[config.mk]
export PLATFORM = sky130hd
export DESIGN_NAME = ptp_best_master_clock_fsm_top
export DESIGN_NICKNAME = d
export VERILOG_FILES = /design/src/rtl/ptpbmc_pkg.sv /design/src/rtl/ptp_best_master_clock_fsm_top.sv /design/src/rtl/ptpbmc_cfg.sv /design/src/rtl/ptpbmc_front.sv /design/src/rtl/ptpbmc_queue.sv /design/src/rtl/ptpbmc_back.sv
export SDC_FILE = /design/constraint.sdc
export NUM_CORES = 1
export LEC_CHECK = 0
export ABC_AREA = 1
export BUFFER_PORTS_ARGS = -buffer_cell sky130_fd_sc_hd__buf_2
export CAP_MARGIN = 15
export CORE_MARGIN = 2
export CORE_UTILIZATION = 30
export DETAILED_ROUTE_END_ITERATION = 12
export SYNTH_ARGS = -nofsm -noshare
export SYNTH_HDL_FRONTEND = slang
export SYNTH_SLANG_ARGS = --single-unit
[constraint.sdc]
create_clock -name clk -period 12.55 [get_ports clk]
set_clock_uncertainty 0.2 [all_clocks]
set_input_delay 1.255 -clock clk [delete_from_list [all_inputs] [get_ports clk]]
set_output_delay 1.255 -clock clk [all_outputs]
set_load 0.005 [all_outputs]
[src/rtl/ptpbmc_pkg.sv]
// Shared types, constants and helpers for the best-master-clock role machine.
package ptpbmc_pkg;

    localparam int IDENTITY_BYTES = 8;
    localparam int ID_W           = 8 * IDENTITY_BYTES;
    localparam int CNT_W          = 16;
    localparam int LIMIT_W        = 16;
    localparam int CMP_W          = (CNT_W + 1 > LIMIT_W) ? CNT_W + 1 : LIMIT_W;
    localparam int REST_W         = 64;
    localparam int KEY_W          = REST_W + 8 + ID_W;

    localparam int IN_DATA_W      = 72 + ID_W;
    localparam int OUT_PAYLOAD_W  = 21 + ID_W;
    localparam int OUT_DATA_W     = ((OUT_PAYLOAD_W + 7) / 8) * 8;
    localparam int OUT_PAD_W      = OUT_DATA_W - OUT_PAYLOAD_W;
    localparam int CMD_W          = 2;
    localparam int CFG_IDX_W      = 3;
    localparam int CFG_DATA_W     = 64;

    typedef enum logic [CMD_W-1:0] {
        CMD_ENABLE   = 2'd0,
        CMD_ANNOUNCE = 2'd1,
        CMD_TICK     = 2'd2
    } cmd_t;

    typedef enum logic [2:0] {
        ST_INIT  = 3'b001,
        ST_GM    = 3'b010,
        ST_SLAVE = 3'b100
    } state_t;

    localparam logic [1:0] ROLE_INIT  = 2'd0;
    localparam logic [1:0] ROLE_GM    = 2'd1;
    localparam logic [1:0] ROLE_SLAVE = 2'd2;

    localparam logic [CFG_IDX_W-1:0] REG_ANNOUNCE_INTERVAL = 3'd0;
    localparam logic [CFG_IDX_W-1:0] REG_ANNOUNCE_TIMEOUT  = 3'd1;
    localparam logic [CFG_IDX_W-1:0] REG_OWN_PRIO1         = 3'd2;
    localparam logic [CFG_IDX_W-1:0] REG_OWN_CLOCK_QUALITY = 3'd3;
    localparam logic [CFG_IDX_W-1:0] REG_OWN_PRIO2         = 3'd4;
    localparam logic [CFG_IDX_W-1:0] REG_OWN_STEPS_REMOVED = 3'd5;
    localparam logic [CFG_IDX_W-1:0] REG_OWN_CLOCK_SOURCE  = 3'd6;
    localparam logic [CFG_IDX_W-1:0] REG_OWN_IDENTITY      = 3'd7;

    typedef struct packed {
        logic [LIMIT_W-1:0] announce_interval;
        logic [LIMIT_W-1:0] announce_timeout;
        logic [7:0]         own_prio1;
        logic [31:0]        own_clock_quality;
        logic [7:0]         own_prio2;
        logic [15:0]        own_steps_removed;
        logic [7:0]         own_clock_source;
        logic [ID_W-1:0]    own_identity;
    } cfg_t;

    typedef struct packed {
        cmd_t            cmd;
        logic            better;
        logic [ID_W-1:0] rx_id;
    } qentry_t;

    // first member lands in the top bits, so role sits at bit 0
    typedef struct packed {
        logic [OUT_PAD_W-1:0] pad;
        logic [ID_W-1:0]      gm_identity;
        logic                 better_found;
        logic [15:0]          announce_seq;
        logic                 send_announce;
        logic                 sync_master;
        logic [1:0]           role;
    } out_word_t;

    typedef struct packed {
        logic             fire;
        logic [CNT_W-1:0] cnt;
    } tick_t;

    function automatic tick_t count_tick(logic [CNT_W-1:0] cnt, logic [LIMIT_W-1:0] limit);
        logic [CNT_W:0] nxt;
        tick_t          r;
        nxt    = {1'b0, cnt} + (CNT_W + 1)'(1);
        r.fire = CMP_W'(nxt) >= CMP_W'(limit);
        if (r.fire)
            r.cnt = '0;
        else if (nxt[CNT_W])
            r.cnt = '1;
        else
            r.cnt = nxt[CNT_W-1:0];
        return r;
    endfunction

    function automatic logic [1:0] role_code(state_t st);
        logic [1:0] r;
        unique case (st)
            ST_GM:    r = ROLE_GM;
            ST_SLAVE: r = ROLE_SLAVE;
            default:  r = ROLE_INIT;
        endcase
        return r;
    endfunction

endpackage

[src/rtl/ptp_best_master_clock_fsm_top.sv]
// An accepted word passes through the queue and the back end's single output register.
// Throughput: one word per cycle while m_tready is high; that register paces the queue.
// The two-entry queue keeps s_tready high while m_tready stalls for up to two words.
// Reset: role init, counters, sequence and grandmaster identity zero, queue empty,
// configuration registers back to their defaults. No clearing pass.
module ptp_best_master_clock_fsm_top (
    input  logic                                clk,
    input  logic                                rst_n,
    input  logic                                cfg_wr_en,
    input  logic [ptpbmc_pkg::CFG_IDX_W-1:0]    cfg_index,
    input  logic [ptpbmc_pkg::CFG_DATA_W-1:0]   cfg_wdata,
    input  logic                                s_tvalid,
    output logic                                s_tready,
    // cmd[1:0]
    input  logic [ptpbmc_pkg::CMD_W-1:0]        s_tuser,
    // rx_prio1[7:0] rx_clock_class[15:8] rx_clock_accuracy[23:16]
    // rx_offset_variance[39:24] rx_prio2[47:40] rx_steps_removed[63:48]
    // rx_clock_source[71:64] rx_identity[135:72]
    input  logic [ptpbmc_pkg::IN_DATA_W-1:0]    s_tdata,
    output logic                                m_tvalid,
    input  logic                                m_tready,
    // role[1:0] sync_master[2] send_announce[3] announce_seq[19:4]
    // better_found[20] gm_identity[84:21] zero[87:85]
    output logic [ptpbmc_pkg::OUT_DATA_W-1:0]   m_tdata
);

    ptpbmc_pkg::cfg_t    cfg;
    ptpbmc_pkg::qentry_t front_entry;
    ptpbmc_pkg::qentry_t q_head;
    logic                q_full;
    logic                q_valid;
    logic                q_pop;
    logic                q_push;

    assign s_tready = !q_full;
    assign q_push   = s_tvalid && !q_full;

    ptpbmc_cfg u_cfg (
        .clk       (clk),
        .rst_n     (rst_n),
        .cfg_wr_en (cfg_wr_en),
        .cfg_index (cfg_index),
        .cfg_wdata (cfg_wdata),
        .cfg       (cfg)
    );

    ptpbmc_front u_front (
        .s_tuser (s_tuser),
        .s_tdata (s_tdata),
        .cfg     (cfg),
        .entry   (front_entry)
    );

    ptpbmc_queue u_queue (
        .clk        (clk),
        .rst_n      (rst_n),
        .push       (q_push),
        .push_entry (front_entry),
        .full       (q_full),
        .pop        (q_pop),
        .valid      (q_valid),
        .head       (q_head)
    );

    ptpbmc_back u_back (
        .clk      (clk),
        .rst_n    (rst_n),
        .cfg      (cfg),
        .q_valid  (q_valid),
        .q_head   (q_head),
        .q_pop    (q_pop),
        .m_tvalid (m_tvalid),
        .m_tready (m_tready),
        .m_tdata  (m_tdata)
    );

endmodule

[src/rtl/ptpbmc_cfg.sv]
// Configuration register file with reset defaults.
module ptpbmc_cfg (
    input  logic                                clk,
    input  logic                                rst_n,
    input  logic                                cfg_wr_en,
    input  logic [ptpbmc_pkg::CFG_IDX_W-1:0]    cfg_index,
    input  logic [ptpbmc_pkg::CFG_DATA_W-1:0]   cfg_wdata,
    output ptpbmc_pkg::cfg_t                    cfg
);

    ptpbmc_pkg::cfg_t cfg_reg;
    ptpbmc_pkg::cfg_t cfg_next;

    always_comb
    begin
        cfg_next = cfg_reg;
        if (cfg_wr_en)
        begin
            unique case (cfg_index)
                ptpbmc_pkg::REG_ANNOUNCE_INTERVAL:
                    cfg_next.announce_interval = cfg_wdata[ptpbmc_pkg::LIMIT_W-1:0];
                ptpbmc_pkg::REG_ANNOUNCE_TIMEOUT:
                    cfg_next.announce_timeout = cfg_wdata[ptpbmc_pkg::LIMIT_W-1:0];
                ptpbmc_pkg::REG_OWN_PRIO1:
                    cfg_next.own_prio1 = cfg_wdata[7:0];
                ptpbmc_pkg::REG_OWN_CLOCK_QUALITY:
                    cfg_next.own_clock_quality = cfg_wdata[31:0];
                ptpbmc_pkg::REG_OWN_PRIO2:
                    cfg_next.own_prio2 = cfg_wdata[7:0];
                ptpbmc_pkg::REG_OWN_STEPS_REMOVED:
                    cfg_next.own_steps_removed = cfg_wdata[15:0];
                ptpbmc_pkg::REG_OWN_CLOCK_SOURCE:
                    cfg_next.own_clock_source = cfg_wdata[7:0];
                ptpbmc_pkg::REG_OWN_IDENTITY:
                    cfg_next.own_identity = cfg_wdata[ptpbmc_pkg::ID_W-1:0];
                default: ;
            endcase
        end
    end

    always_ff @(posedge clk or negedge rst_n)
    begin
        if (!rst_n)
        begin
            cfg_reg.announce_interval <= ptpbmc_pkg::LIMIT_W'(1000);
            cfg_reg.announce_timeout  <= ptpbmc_pkg::LIMIT_W'(3000);
            cfg_reg.own_prio1         <= 8'd248;
            cfg_reg.own_clock_quality <= 32'hF8FE_4100;
            cfg_reg.own_prio2         <= 8'd248;
            cfg_reg.own_steps_removed <= 16'd0;
            cfg_reg.own_clock_source  <= 8'd160;
            cfg_reg.own_identity      <= '0;
        end
        else
        begin
            cfg_reg <= cfg_next;
        end
    end

    assign cfg = cfg_reg;

endmodule

[src/rtl/ptpbmc_front.sv]
// Front end: decodes the input word and ranks the received vector against the own one.
module ptpbmc_front (
    input  logic [ptpbmc_pkg::CMD_W-1:0]      s_tuser,
    input  logic [ptpbmc_pkg::IN_DATA_W-1:0]  s_tdata,
    input  ptpbmc_pkg::cfg_t                  cfg,
    output ptpbmc_pkg::qentry_t               entry
);

    logic [ptpbmc_pkg::KEY_W-1:0] rx_key;
    logic [ptpbmc_pkg::KEY_W-1:0] own_key;

    // key order: prio1, class, accuracy, variance, prio2, steps, source, identity
    assign rx_key  = {s_tdata[7:0], s_tdata[15:8], s_tdata[23:16], s_tdata[39:24],
                      s_tdata[47:40], s_tdata[63:48], s_tdata[71:64],
                      s_tdata[72 +: ptpbmc_pkg::ID_W]};
    assign own_key = {cfg.own_prio1, cfg.own_clock_quality, cfg.own_prio2,
                      cfg.own_steps_removed, cfg.own_clock_source, cfg.own_identity};

    assign entry.cmd    = ptpbmc_pkg::cmd_t'(s_tuser);
    assign entry.better = rx_key < own_key;
    assign entry.rx_id  = s_tdata[72 +: ptpbmc_pkg::ID_W];

endmodule

[src/rtl/ptpbmc_queue.sv]
// Two-entry queue between the front end and the role machine.
module ptpbmc_queue (
    input  logic                 clk,
    input  logic                 rst_n,
    input  logic                 push,
    input  ptpbmc_pkg::qentry_t  push_entry,
    output logic                 full,
    input  logic                 pop,
    output logic                 valid,
    output ptpbmc_pkg::qentry_t  head
);

    ptpbmc_pkg::qentry_t mem [2];
    logic       wr_ptr_reg;
    logic       wr_ptr_next;
    logic       rd_ptr_reg;
    logic       rd_ptr_next;
    logic [1:0] count_reg;
    logic [1:0] count_next;

    always_comb
    begin
        wr_ptr_next = push ? ~wr_ptr_reg : wr_ptr_reg;
        rd_ptr_next = pop ? ~rd_ptr_reg : rd_ptr_reg;
        count_next  = count_reg + 2'(push) - 2'(pop);
    end

    always_ff @(posedge clk or negedge rst_n)
    begin
        if (!rst_n)
        begin
            wr_ptr_reg <= 1'b0;
            rd_ptr_reg <= 1'b0;
            count_reg  <= 2'd0;
        end
        else
        begin
            wr_ptr_reg <= wr_ptr_next;
            rd_ptr_reg <= rd_ptr_next;
            count_reg  <= count_next;
        end
    end

    always_ff @(posedge clk)
    begin
        if (push)
            mem[wr_ptr_reg] <= push_entry;
    end

    assign full  = count_reg == 2'd2;
    assign valid = count_reg != 2'd0;
    assign head  = mem[rd_ptr_reg];

endmodule

[src/rtl/ptpbmc_back.sv]
// Back end: role state machine, tick counters and the output register.
module ptpbmc_back (
    input  logic                                 clk,
    input  logic                                 rst_n,
    input  ptpbmc_pkg::cfg_t                     cfg,
    input  logic                                 q_valid,
    input  ptpbmc_pkg::qentry_t                  q_head,
    output logic                                 q_pop,
    output logic                                 m_tvalid,
    input  logic                                 m_tready,
    output logic [ptpbmc_pkg::OUT_DATA_W-1:0]    m_tdata
);

    ptpbmc_pkg::state_t                 state_reg;
    ptpbmc_pkg::state_t                 state_next;
    logic [ptpbmc_pkg::CNT_W-1:0]       repeat_reg;
    logic [ptpbmc_pkg::CNT_W-1:0]       repeat_next;
    logic [ptpbmc_pkg::CNT_W-1:0]       timeout_reg;
    logic [ptpbmc_pkg::CNT_W-1:0]       timeout_next;
    logic [15:0]                        seq_reg;
    logic [15:0]                        seq_next;
    logic [ptpbmc_pkg::ID_W-1:0]        gm_id_reg;
    logic [ptpbmc_pkg::ID_W-1:0]        gm_id_next;
    logic                               out_valid_reg;
    logic                               out_valid_next;
    ptpbmc_pkg::out_word_t              out_word_reg;
    ptpbmc_pkg::out_word_t              out_word_next;
    ptpbmc_pkg::tick_t                  tick;
    logic                               send;
    logic [15:0]                        seq_out;
    logic                               better_out;

    assign q_pop = q_valid && (!out_valid_reg || m_tready);

    always_comb
    begin
        state_next   = state_reg;
        repeat_next  = repeat_reg;
        timeout_next = timeout_reg;
        seq_next     = seq_reg;
        gm_id_next   = gm_id_reg;
        send         = 1'b0;
        seq_out      = 16'd0;
        better_out   = 1'b0;
        tick         = '0;
        if (q_pop)
        begin
            unique case (q_head.cmd)
                ptpbmc_pkg::CMD_ENABLE:
                begin
                    if (state_reg == ptpbmc_pkg::ST_INIT)
                    begin
                        gm_id_next  = cfg.own_identity;
                        state_next  = ptpbmc_pkg::ST_GM;
                        repeat_next = '0;
                    end
                end
                ptpbmc_pkg::CMD_ANNOUNCE:
                begin
                    if (state_reg != ptpbmc_pkg::ST_INIT)
                    begin
                        if (q_head.better)
                        begin
                            gm_id_next   = q_head.rx_id;
                            better_out   = 1'b1;
                            timeout_next = '0;
                            state_next   = ptpbmc_pkg::ST_SLAVE;
                        end
                        else
                        begin
                            gm_id_next = cfg.own_identity;
                        end
                    end
                end
                ptpbmc_pkg::CMD_TICK:
                begin
                    if (state_reg == ptpbmc_pkg::ST_GM)
                    begin
                        tick        = ptpbmc_pkg::count_tick(repeat_reg, cfg.announce_interval);
                        repeat_next = tick.cnt;
                        if (tick.fire)
                        begin
                            send     = 1'b1;
                            seq_out  = seq_reg;
                            seq_next = seq_reg + 16'd1;
                        end
                    end
                    else if (state_reg == ptpbmc_pkg::ST_SLAVE)
                    begin
                        tick         = ptpbmc_pkg::count_tick(timeout_reg, cfg.announce_timeout);
                        timeout_next = tick.cnt;
                        if (tick.fire)
                        begin
                            state_next  = ptpbmc_pkg::ST_GM;
                            repeat_next = '0;
                        end
                    end
                end
                default: ;
            endcase
        end
    end

    always_comb
    begin
        out_word_next               = out_word_reg;
        out_valid_next              = out_valid_reg && !m_tready;
        if (q_pop)
        begin
            out_valid_next              = 1'b1;
            out_word_next.pad           = '0;
            out_word_next.gm_identity   = gm_id_next;
            out_word_next.better_found  = better_out;
            out_word_next.announce_seq  = seq_out;
            out_word_next.send_announce = send;
            out_word_next.sync_master   = state_next == ptpbmc_pkg::ST_GM;
            out_word_next.role          = ptpbmc_pkg::role_code(state_next);
        end
    end

    always_ff @(posedge clk or negedge rst_n)
    begin
        if (!rst_n)
        begin
            state_reg     <= ptpbmc_pkg::ST_INIT;
            repeat_reg    <= '0;
            timeout_reg   <= '0;
            seq_reg       <= 16'd0;
            gm_id_reg     <= '0;
            out_valid_reg <= 1'b0;
        end
        else
        begin
            state_reg     <= state_next;
            repeat_reg    <= repeat_next;
            timeout_reg   <= timeout_next;
            seq_reg       <= seq_next;
            gm_id_reg     <= gm_id_next;
            out_valid_reg <= out_valid_next;
        end
    end

    always_ff @(posedge clk)
    begin
        out_word_reg <= out_word_next;
    end

    assign m_tvalid = out_valid_reg;
    assign m_tdata  = out_word_reg;

endmodule

==> out/metrics.yaml <==
max-slew-margin-rel_pct: 26.5
post_drt_wl_per_cell_um: 18.6
commonest_non_fill_non_tap_cells_in_the_layout: "nand2_1 (547), buf_2 (295), inv_1 (293), dfrtp_1 (247), o21ai_0 (227)"
synth_async_sr_flop_share_pct: 56.9
seqPwrFrac_pct: 43.0
drt_iter0_drc: 1198
critical_path_peak_fanout: 68
chipWidth_um: 287
synthesis.area_per_instance_um2: 9.75
overall_track_demand_over_capacity_in_global_routing_pct: 17.2
numCtsBuffers: 58
required_ns: 12.88
nFillCells: 7991
setup_viol: 0
design.core.area_um2: 79300
post-route-period-util_pct: 37.6
clk_pin_slew_worst_paths_ns: 0.06
avgViaCountPerCell: 4.66
cts-hold-fix-buffers: 0
worst_hold_startpoint: "u_cfg.cfg[127]$_DFFE_PN1P_"
clock_tree.buffer_depth: 3
transition_time_at_the_pin_with_the_least_slew_margin_ns: 1.10
grt_setup_unrepaired: "false"
drt_pre_antenna_iters: 5
arrival_ns: 5.05
post_drt_antenna_nets: 0
post-route-min-period_ns: 4.72
final_nets: 3140
switching_power_w: 0.00191
irDropWorstVdd_mv: 0.115
rows: 103
tritoncts: "built"
cp_num_buf_inv: 6
cts_resized: 0
vias: 18049
worstSetupEndpointType: "register"
synthDistinctLibCells: 47
postSynthCellCount: 2468
fp.dieH_um: 287
synth_seq_area_share_pct: 57.3
ctsHtreeMaxLevel: 2
static-leakage-power_nw: 13.0
yosysWarningCount: 0
crit_slowest_cell: "buf_4"
cap_viol_max_count: 0
grt_antenna_before_repair: 31
worstSkewPairLatency_ns: 0.66
switching_part_of_the_total_power_pct: 33.8
grt_first_pass_wirelength_um: 107000
setup.worst_path.start: "u_queue.rd_ptr_reg$_DFFE_PN0P_"
report.final.hold_viol_count: 0
cts_sinks: 506
ys.flop_type: "dfrtp_1"
timing.setup.critical_path_class: "register to register"
pwr-share-clk_pct: 31.7
run_status: "finished, final reports clean"
hold_path.class: "register to register"
largest_register_ffs: 168
power_density_over_cell_area_nw_per_um2: 197
grt_max_degree: 111
worstReg2RegStart: "u_queue.rd_ptr_reg$_DFFE_PN0P_"
synth_enable_flop_cells: 218
share_of_post_route_cells_with_drive_strength_above_1_pct: 17.4
area_growth_syn_to_layout_pct: 19.6
comb_power_share_pct: 25.4
place_hpwl_um: 49600
port-buffer-count: 296
gp_congestion: 0.834
finalSetupTns_ns: 0
route.detailed.drc: 0
io_pins: 300
timing.critical_path.slowest_cell_delay_ns: 0.72
grt_pass1_vias: 17360
final_common_cell: "nand2_1"
max_freq_mhz: 212
path_cells: "buf_4 > inv_2 > buf_4 > or2_1 > o21ai_2 > inv_2 > nor2_4 > inv_1 > nor2_1 > nand3_1 > inv_1 > nand2_1 > nand2_1"
initial_core_util_pct: 30.4
maxSlewViolCount: 0
syn-cell-area_um2: 24100
finalInstanceArea_um2: 28800
drt-total-wl_um: 72100
die_area_um2: 82500
grt.overflow.total: 0
root_buffer: "clkbuf_16"
post-cts-setup-buffers: 0
placed_cell_area_um2: 26700
critical_path.startpoint_type: "register"
critical_path.top_delay_family: "buffers and inverters"
count_of_state_elements_after_synthesis: 506
internal-power_w: 0.00375
[area by class of cell]
cell class / instances / area (um2) / share of cell area, %
repair buffers: 315 / 1630 / 5.68
flip-flops and latches: 506 / 13800 / 48.0
inverters: 302 / 1140 / 3.95
diodes: 16 / 40.0 / 0.139
clock buffers: 74 / 1570 / 5.46
multi-input cells: 1575 / 8810 / 30.6
clock inverters: 36 / 467 / 1.62
well taps: 1050 / 1310 / 4.56
[power by group through the flow]
stage	Clock [W]	Sequential, W	Combinational [W]
floorplan	0	0.00240	0.000867
global placement	0	0.00247	0.00143
detailed placement	0	0.00246	0.00146
CTS	0.00184	0.00244	0.00146
global route	0.00191	0.00247	0.00163
finish	0.00180	0.00243	0.00144
[per-stage QoR]
stage	hold slack, ns	instances	worst slack, ns	total power [W]	util, %
floorplan	0.249	2470	7.69	0.00327	-
global placement	0.266	3748	7.92	0.00390	33.7
detailed placement	0.268	3748	7.81	0.00392	33.7
CTS	0.282	3858	7.69	0.00575	36.3
global route	0.304	3870	7.38	0.00601	36.3
finish	0.279	3874	7.83	0.00567	36.3
[worst reg2reg max path: stages, from the launching register on]
cell	delay (ns)
dfrtp_2	0.34
buf_4	0.72
inv_2	0.32
buf_4	0.45
or2_1	0.37
o21ai_2	0.10
inv_2	0.10
nor2_4	0.20
inv_1	0.08
nor2_1	0.32
nand3_1	0.63
inv_1	0.60
nand2_1	0.11
nand2_1	0.07
[routing by layer]
| layer | vias up | part of all wire, % | GRT usage (%) |
|---|---|---|---|
| met4 | 20 | 2.4 | 5.26 |
| met3 | 120 | 6.7 | 3.53 |
| met5 | - | 0.19 | 0 |
| li1 | 8856 | - | - |
| met2 | 522 | 44 | 26.2 |
| met1 | 8531 | 47 | 24.6 |
[final timing paths]
kind / cells past startpoint / slack (ns) / endpoint
setup / recovery: 13 / 7.83 / u_back.seq_reg[7]$_DFFE_PN0P_
min in group asynchronous: 1 / 0.53 / u_cfg.cfg[55]$_DFFE_PN0P_
max in group asynchronous: 3 / 9.26 / u_back.timeout_reg[1]$_DFFE_PN0P_
hold / removal: 2 / 0.28 / u_cfg.cfg[127]$_DFFE_PN1P_
hold reg to reg: 2 / 0.28 / u_cfg.cfg[127]$_DFFE_PN1P_
setup reg to reg: 13 / 7.83 / u_back.seq_reg[7]$_DFFE_PN0P_
[synthesized netlist by cell type (2+ instances only)]
cell type / instances / area share (%)
a21oi_1: 202 / 4.2
a22o_1: 20 / 0.73
buf_1: 3 / 0.047
buf_2: 11 / 0.23
buf_4: 7 / 0.22
clkbuf_1: 65 / 1.0
clkinv_1: 2 / 0.031
dfrtp_1: 248 / 26
dfstp_2: 40 / 4.4
edfxtp_1: 218 / 27
ha_1: 172 / 8.9
inv_1: 294 / 4.6
inv_2: 5 / 0.078
nand2_1: 548 / 8.5
nand2_2: 2 / 0.052
nand3_1: 35 / 0.73
nand3b_1: 2 / 0.062
nand4_1: 27 / 0.70
nor2_1: 198 / 3.1
nor3_1: 19 / 0.39
nor4_1: 10 / 0.26
o211ai_1: 9 / 0.28
o21a_1: 6 / 0.19
o21ai_0: 227 / 4.7
o21ai_1: 7 / 0.15
o21ai_2: 3 / 0.11
o21bai_1: 2 / 0.062
o22ai_2: 10 / 0.52
o32ai_1: 20 / 0.73
or2_1: 2 / 0.052
or2_2: 3 / 0.078
xnor2_1: 7 / 0.25
xor2_1: 30 / 1.1
[logic make-up (layout without fill, tap and decap cells)]
family          count (synthesis)  in the layout  share of synthesized area, %
compound gates                511            511                          11.9
xor+xnor                       37             37                          1.35
fa+ha+maj                     172            172                          8.94
buf+inv                       389            727                          6.27
flops                         506            506                          57.3
other cells                     1             19                        0.0156
simple gates                  852            852                          14.2
No activity file was read; power rests on OpenSTA's default activity.
